`config.mk`:
```
export PLATFORM = sky130hd
export DESIGN_NAME = tcsi_front
export DESIGN_NICKNAME = d
export VERILOG_FILES = /design/src/tcsi_pkg.sv /design/src/tcsi_front.sv
export SDC_FILE = /design/constraint.sdc
export NUM_CORES = 1
export LEC_CHECK = 0
export BUFFER_PORTS_ARGS = -buffer_cell sky130_fd_sc_hd__buf_2
export CAP_MARGIN = 20
export CORE_MARGIN = 2
export CORE_UTILIZATION = 51
export DETAILED_ROUTE_END_ITERATION = 10
export HOLD_SLACK_MARGIN = 0.12
export PLACE_DENSITY = 0.74
export SLEW_MARGIN = 5
export SYNTH_ARGS = -nofsm -noshare
export SYNTH_HDL_FRONTEND = slang
export SYNTH_SLANG_ARGS = --single-unit
```
`constraint.sdc`:
```
create_clock -name clock -period 2.5 [get_ports clock]
set_input_delay 0.5 -clock clock [delete_from_list [all_inputs] [get_ports clock]]
set_output_delay 0.5 -clock clock [all_outputs]
set_load 0.05 [all_outputs]
```
`src/tcsi_pkg.sv`:
```
`default_nettype none
package tcsi_pkg;

   // store depths and the address widths that follow from them
   localparam int NEIGHBOR_DEPTH = 524288;
   localparam int OFFSET_DEPTH   = 131072;
   localparam int NBR_ADDR_W     = $clog2(NEIGHBOR_DEPTH);
   localparam int OFS_ADDR_W     = $clog2(OFFSET_DEPTH);
   localparam int PTR_W          = $clog2(NEIGHBOR_DEPTH + 1);

   // item field widths
   localparam int ACTION_W = 2;
   localparam int INDEX_W  = 19;
   localparam int WORD_W   = 32;
   localparam int NODE_W   = 17;
   localparam int COUNT_W  = 20;
   localparam int TOTAL_W  = 32;

   localparam int REQ_TDATA_W = 88;
   localparam int RSP_TDATA_W = 56;

   // queue between front and back
   localparam int QUEUE_DEPTH = 4;
   localparam int QPTR_W      = $clog2(QUEUE_DEPTH);
   localparam int QCNT_W      = $clog2(QUEUE_DEPTH + 1);

   // action codes, also used as the kind of a queued item
   localparam logic [ACTION_W-1:0] ACT_NBR  = 2'd0;
   localparam logic [ACTION_W-1:0] ACT_OFS  = 2'd1;
   localparam logic [ACTION_W-1:0] ACT_EDGE = 2'd2;

   localparam logic [COUNT_W-1:0] COUNT_MAX = {COUNT_W{1'b1}};

   typedef struct packed {
      logic [ACTION_W-1:0] kind;
      logic [INDEX_W-1:0]  index;
      logic [WORD_W-1:0]   data_word;
      logic [NODE_W-1:0]   node_a;
      logic [NODE_W-1:0]   node_b;
      logic                last_edge;
      logic                a_bad;
      logic                b_bad;
   } entry_type;

endpackage
`default_nettype wire

```
`src/tcsi_front.sv`:
```
`default_nettype none
module tcsi_front (
   input  wire logic                              clock,
   input  wire logic                              reset,
   input  wire logic                              in_valid,
   output logic                                   in_ready,
   input  wire logic [tcsi_pkg::ACTION_W-1:0]     action,
   input  wire logic [tcsi_pkg::INDEX_W-1:0]      index,
   input  wire logic [tcsi_pkg::WORD_W-1:0]       data_word,
   input  wire logic [tcsi_pkg::NODE_W-1:0]       first_node,
   input  wire logic [tcsi_pkg::NODE_W-1:0]       second_node,
   input  wire logic                              last_edge,
   output logic                                   q_valid,
   input  wire logic                              q_ready,
   output tcsi_pkg::entry_type                    q_entry
);

   tcsi_pkg::entry_type               queue_mem [tcsi_pkg::QUEUE_DEPTH];
   logic [tcsi_pkg::QPTR_W-1:0]       wr_ptr_ff, wr_ptr_in;
   logic [tcsi_pkg::QPTR_W-1:0]       rd_ptr_ff, rd_ptr_in;
   logic [tcsi_pkg::QCNT_W-1:0]       count_ff, count_in;
   tcsi_pkg::entry_type               entry;
   logic                              keep;
   logic                              push;
   logic                              pop;

   // classify: drop unused actions and loads beyond their store
   always_comb begin
      keep = 1'b0;
      priority if (action == tcsi_pkg::ACT_NBR) begin
         keep = 32'(index) < 32'(tcsi_pkg::NEIGHBOR_DEPTH);
      end else if (action == tcsi_pkg::ACT_OFS) begin
         keep = 32'(index) < 32'(tcsi_pkg::OFFSET_DEPTH);
      end else if (action == tcsi_pkg::ACT_EDGE) begin
         keep = 1'b1;
      end else begin
         keep = 1'b0;
      end
   end

   always_comb begin
      entry.kind      = action;
      entry.index     = index;
      entry.data_word = data_word;
      entry.node_a    = first_node;
      entry.node_b    = second_node;
      entry.last_edge = last_edge;
      // node whose successor lies past the offset store has an empty range
      entry.a_bad     = (32'(first_node) + 32'd1) >= 32'(tcsi_pkg::OFFSET_DEPTH);
      entry.b_bad     = (32'(second_node) + 32'd1) >= 32'(tcsi_pkg::OFFSET_DEPTH);
   end

   assign in_ready = count_ff != tcsi_pkg::QCNT_W'(tcsi_pkg::QUEUE_DEPTH);
   assign push     = in_valid && in_ready && keep;
   assign q_valid  = count_ff != '0;
   assign pop      = q_valid && q_ready;
   assign q_entry  = queue_mem[rd_ptr_ff];

   always_comb begin
      wr_ptr_in = wr_ptr_ff;
      rd_ptr_in = rd_ptr_ff;
      count_in  = count_ff;
      if (push) begin
         wr_ptr_in = wr_ptr_ff + 1'b1;
      end
      if (pop) begin
         rd_ptr_in = rd_ptr_ff + 1'b1;
      end
      if (push && !pop) begin
         count_in = count_ff + 1'b1;
      end else if (pop && !push) begin
         count_in = count_ff - 1'b1;
      end
   end

   always_ff @(posedge clock) begin
      if (push) begin
         queue_mem[wr_ptr_ff] <= entry;
      end
   end

   always_ff @(posedge clock) begin
      if (reset) begin
         wr_ptr_ff <= '0;
         rd_ptr_ff <= '0;
         count_ff  <= '0;
      end else begin
         wr_ptr_ff <= wr_ptr_in;
         rd_ptr_ff <= rd_ptr_in;
         count_ff  <= count_in;
      end
   end

   a_count_bound: assert property (@(posedge clock) disable iff (reset)
      count_ff <= tcsi_pkg::QCNT_W'(tcsi_pkg::QUEUE_DEPTH))
      else $error("queue count beyond depth");

   a_count_push: assert property (@(posedge clock) disable iff (reset)
      (push && !pop) |=> (count_ff == $past(count_ff) + 1'b1))
      else $error("queue push lost");

endmodule
`default_nettype wire

```
-- Yosys cells after proc, flatten, opt, wreduce, memory -nomap -nowiden
Memories as Yosys holds them, arrays and structs flattened. A register that Yosys moved wholly into a read port is not among the register bits.
Index checks and enable logic that the tools add are counted.
- bits in writable memories: 360
- memories kept: 1
- output and inout bits: 92
- bits of input ports: 92
- register bits: 7
- word-level logic and storage cells: 35
- equal/unequal tests: 3
- reduce and logical (&&, ||, !) cells: 10
- add/sub/neg operators: 6
- $lt $le $gt $ge: 3
- mux-type cells: 9
- memories (memory ; words ; bits a word ; read ports ; clocked after Yosys merged registers in ; wr ports ; RTL line ; RTL):
    queue_mem ; 4 ; 90 ; 1 ; 1 ; 1 ; tcsi_front.sv:18 ; tcsi_pkg::entry_type queue_mem [tcsi_pkg::QUEUE_DEPTH];
- operators by type and width (kind ; number):
    adder 17 x 1 -> 18 bit, second input constant ; 2
    >= comparator 18 bit, second input constant ; 2
    < comparator 19 x 18 -> 1 bit, second input constant ; 1
    two-way mux 3 bit ; 2
    logical AND 1 bit ; 5
    two-way mux 1 bit ; 5
    adder 2 x 1 -> 2 bit, second input constant ; 2
    two-way mux 2 bit ; 2
    adder 3 x 1 -> 3 bit, second input constant ; 1
    != test 3 bit, second input constant ; 1
    nonzero test 3 bit ; 1
    subtractor 3 x 1 -> 3 bit, second input constant ; 1
    equality test 2 x 1 -> 1 bit, second input constant ; 1
    equality test 2 bit, second input constant ; 1
    logical NOT 1 bit ; 2
    logical NOT 2 bit ; 1
    nonzero test 2 bit ; 1

-- Depth between registers and ports, before layout
- depth in word-level cells: 9
- gate-level depth with buffers: 9
- mapped depth without buffers: 8

-- Worst setup path before layout
No wires, ideal clock.
- path type: reg2reg
- from: register count_ff[0] in the netlist's numbering
- to: memory queue_mem[0][0] in the netlist's numbering, enable pin
- buffers on the path: 1
- path slack: -0.264 ns
- cell stages (with the launch flop): 5
- arrival: 2.355 ns
- clock period less this slack: 2.764 ns
- cells stage by stage: dfxtp_1 -> or3b_1 -> and3_1 -> buf_6 -> and2_2
- longest elaborated chain between the ends: 5
- RTL lines (element ; RTL line ; RTL):
    start: declaration ; tcsi_front.sv:21 ; logic [tcsi_pkg::QCNT_W-1:0] count_ff, count_in;
    start signal: assignment ; tcsi_front.sv:90 ; count_ff <= count_in;
    != test 3 bit ; tcsi_front.sv:53 ; assign in_ready = count_ff != tcsi_pkg::QCNT_W'(tcsi_pkg::QUEUE_DEPTH);
    via in_ready ; tcsi_front.sv:6 ; output logic in_ready,
    logical AND 1 bit (2 in a row) ; tcsi_front.sv:54 ; assign push = in_valid && in_ready && keep;
    via push ; tcsi_front.sv:24 ; logic push;
    two-way mux 1 bit ; tcsi_front.sv:77 ; if (push) begin
    two-way mux 1 bit (not written as such) ; tcsi_front.sv:78 ; queue_mem[wr_ptr_ff] <= entry;
    end: declaration ; tcsi_front.sv:18 ;
The timed path passes the listed nets, and every way through them passes these cells.

==> results.txt <==
Result of the run - complete, but fails checks
Failing checks - negative setup slack
Static leakage - 0.00557 µW
Slew at the pin closest to its max-slew limit - 0.525 ns
# clock sinks - 369
Part of the power in registers - 40.5%
Fraction of registers with async set or reset after synthesis - 0%
Overall global routing resource usage - 18.1%
Vias in the first global route - 6790
Endpoint class of the critical path - output pin
Number of iterations in the first detailed-routing pass - 4
Worst clock skew on the final layout - 0.0133 ns
Clock Latency Late Sink - 0.50 ns
Number of nets still failing antenna checks after routing - 0
Accumulated negative setup slack - -0.00115 ns
Proportion of layout cells with a drive suffix above 1 - 46.4%
Crit path cell chain - buf_12 -> buf_12 -> buf_8 -> mux4_2 -> buf_8
Total vias in the final route - 6269
Slowest cell on the critical path - sky130_fd_sc_hd__mux4_2
Clock transition at path regs - 0.07 ns
Cell variety after synth - 26
Horizontal die dimension - 167 µm
Primary FF master, synth - sky130_fd_sc_hd__edfxtp_1
Number of violations of the max-capacitance limit - 0
Comb pwr share - 31.4%
Min-Delay Path Class - in -> reg
Number of CTS-inserted buffers - 37
Routed wire length - 25100 µm
Worst-path maximum fanout - 5
Critical path's top delay family - buffers and inverters
Hold bufs inserted after CTS - 0
Post-synthesis cell type with the largest combined area - sky130_fd_sc_hd__edfxtp_1
Number of antenna violations at the first check in global routing - 2
Fmax - 400 MHz
YS warnings - 0
Peak supply drop - 0.981 mV
Half-perimeter wire length after placement - 14900 µm
CTS tree - done
# setup viols final - 1
Power per cell area - 1080 nW/µm²
Number of synthesized flops with an enable pin - 360
Synth area leaders - sky130_fd_sc_hd__edfxtp_1 80%, sky130_fd_sc_hd__mux4_2 15%, sky130_fd_sc_hd__dfxtp_1 1.3%
Crit path arrival time - 2.00 ns
Number of register bits inferred by synthesis - 369
Worst slack after detailed placement - -0.0853 ns
Design internal power - 12300 µW
Sw Share - 31.5%
Share of the clock period used by the worst path - 100%
Share of total power in the clock network - 28.1%
Number of placement rows - 59
PortBufs - 183
Kind of critical path - reg -> out
Total global routing overflow - 0
Slowest Stage Delay on Critical Path - 0.53 ns
Area of the die - 27800 µm²
Area growth from synthesis to final layout - 23.3%
Number of hold violations in the final report - 0
Setup repair after global routing missed its margin - true
Top-count cell post-synth - sky130_fd_sc_hd__edfxtp_1
Vert. Die Dim - 167 µm
Largest net degree at the start of global routing - 59
Clock root buffer master - sky130_fd_sc_hd__clkbuf_16
Relative slew slack - 64.7%
Switching power total - 5640 µW
Area of the core - 26000 µm²
DRC violation total after the first TritonRoute iteration - 595
Clock tree buffer depth - 3
Share of the yosys chip area belonging to registers - 81.5%
Initial Utilization - 51.9%
Io pins - 184
Crit path buffers/inverters - 4
Setup ws final - -0.00115 ns
Final critical-path required period - 2.50 ns
FILL cells - 1702
Mapped Cells - 531
Most instantiated cells after synthesis - 360 x sky130_fd_sc_hd__edfxtp_1, 90 x sky130_fd_sc_hd__mux4_2, 12 x sky130_fd_sc_hd__clkbuf_1
Htree depth - 2
Total Nets Final - 860
Area share of the largest cell type after synthesis - 80.1%
Final routed wire length divided by cell count - 22.3 µm
Number of remaining DRC errors - 0
Placer congestion estimate - 0.781
Syn Area/Cell - 25.4 µm²
First-pass GRT wire length - 38600 µm
Post-Syn Area - 13500 µm²
Net count of the mapped netlist - 629
Kind of start point of the critical path - flop
Vias per std cell - 5.58
Data required time at the worst endpoint - 2.00 ns
Number of max-slew violations in the final report - 0
-- metrics by stage --
| step | std cells | hold slack (ns) | instance area (µm²) | util, % | total power (µW) |
|---|---|---|---|---|---|
| after floorplan | 531 | 0.482 | 13500 | - | 11100 |
| after global placement | 1047 | 0.491 | 15100 | 58.1 | 12300 |
| after detailed placement | 1047 | 0.513 | 15100 | 58.1 | 12400 |
| after CTS | 1118 | 0.196 | 16500 | 63.3 | 17900 |
| after global routing | 1122 | 0.199 | 16600 | 64.0 | 18600 |
| final | 1123 | 0.220 | 16600 | 64.0 | 17900 |
-- what timing repair did --
action | CTS | global route
cloned | 0 | 2
hold endpoints to repair | 0 | 0
endpoints found under the setup margin | 82 | 67
gates resized for setup | 57 | 43
setup buffers | 9 | 2
-- final cells by class --
class / instances / area [µm²] / area share, %
sequential: 369 / 11000 / 66.1
tap: 335 / 419 / 2.52
clock buffer: 45 / 966 / 5.81
antenna: 2 / 5.00 / 0.0301
inverter: 3 / 11.3 / 0.0677
clock inverter: 18 / 138 / 0.828
timing repair buffer: 214 / 1700 / 10.2
multi-input combinational: 137 / 2390 / 14.4
-- placed cells by master, fill, tap and decap left out, types with 5 or more instances in the layout --
| master | n |
|---|---|
| sky130_fd_sc_hd__clkinv_1 | 5 |
| sky130_fd_sc_hd__buf_2 | 133 |
| sky130_fd_sc_hd__nor2_1 | 7 |
| sky130_fd_sc_hd__edfxtp_1 | 360 |
| sky130_fd_sc_hd__buf_4 | 30 |
| sky130_fd_sc_hd__dfxtp_1 | 7 |
| sky130_fd_sc_hd__buf_8 | 7 |
| sky130_fd_sc_hd__buf_12 | 17 |
| sky130_fd_sc_hd__ha_1 | 5 |
| sky130_fd_sc_hd__mux4_2 | 90 |
| sky130_fd_sc_hd__clkbuf_1 | 7 |
| sky130_fd_sc_hd__clkinv_2 | 10 |
| sky130_fd_sc_hd__clkbuf_16 | 39 |
| sky130_fd_sc_hd__buf_6 | 23 |
-- metal layers --
metal  track usage [%]  up-vias  routed length [µm]  part of all wire [%]
met4              4.72        2                 517                   2.1
met2              29.8      224               12400                    50
met1              24.2     3247               10300                    41
li1                  -     2752                   -                     -
met5                 0        -                  13                 0.052
met3              4.99       44                1810                   7.2
-- cell families after synthesis --
family,synth area share (%)
DFF,81.5
adders and majority gates,0.612
xor gates and xnor gates,0.260
muxes,15.3
and+or+nand+nor,1.29
buffers and inverters,0.835
AOI/OAI and AO/OA,0.250
-- power by group through the flow --
stage               clock, µW  combinational (µW)  sequential [µW]
floorplan                   0                3800             7340
global placement            0                4890             7440
detailed placement          0                4930             7470
CTS                      5160                5430             7270
global route             5420                5890             7280
finish                   5030                5620             7260
-- final timing paths --
kind	start	endpoint	slack, ns	cells after the start
max reg2reg	count_ff[0]	count_ff[2]	0.23	7
min reg2reg	wr_ptr_ff[1]	wr_ptr_ff[1]	0.53	2
max	flop	q_entry[13]	-0.001	5
min	index[16]	queue_mem[3][85]	0.22	1
-- registers in the layout, summed over array words and instances, names as in the netlist, named ones only --
name and flops:
queue_mem 360, count_ff 3, rd_ptr_ff 2, wr_ptr_ff 2
No activity file was read; power rests on OpenSTA's default activity.
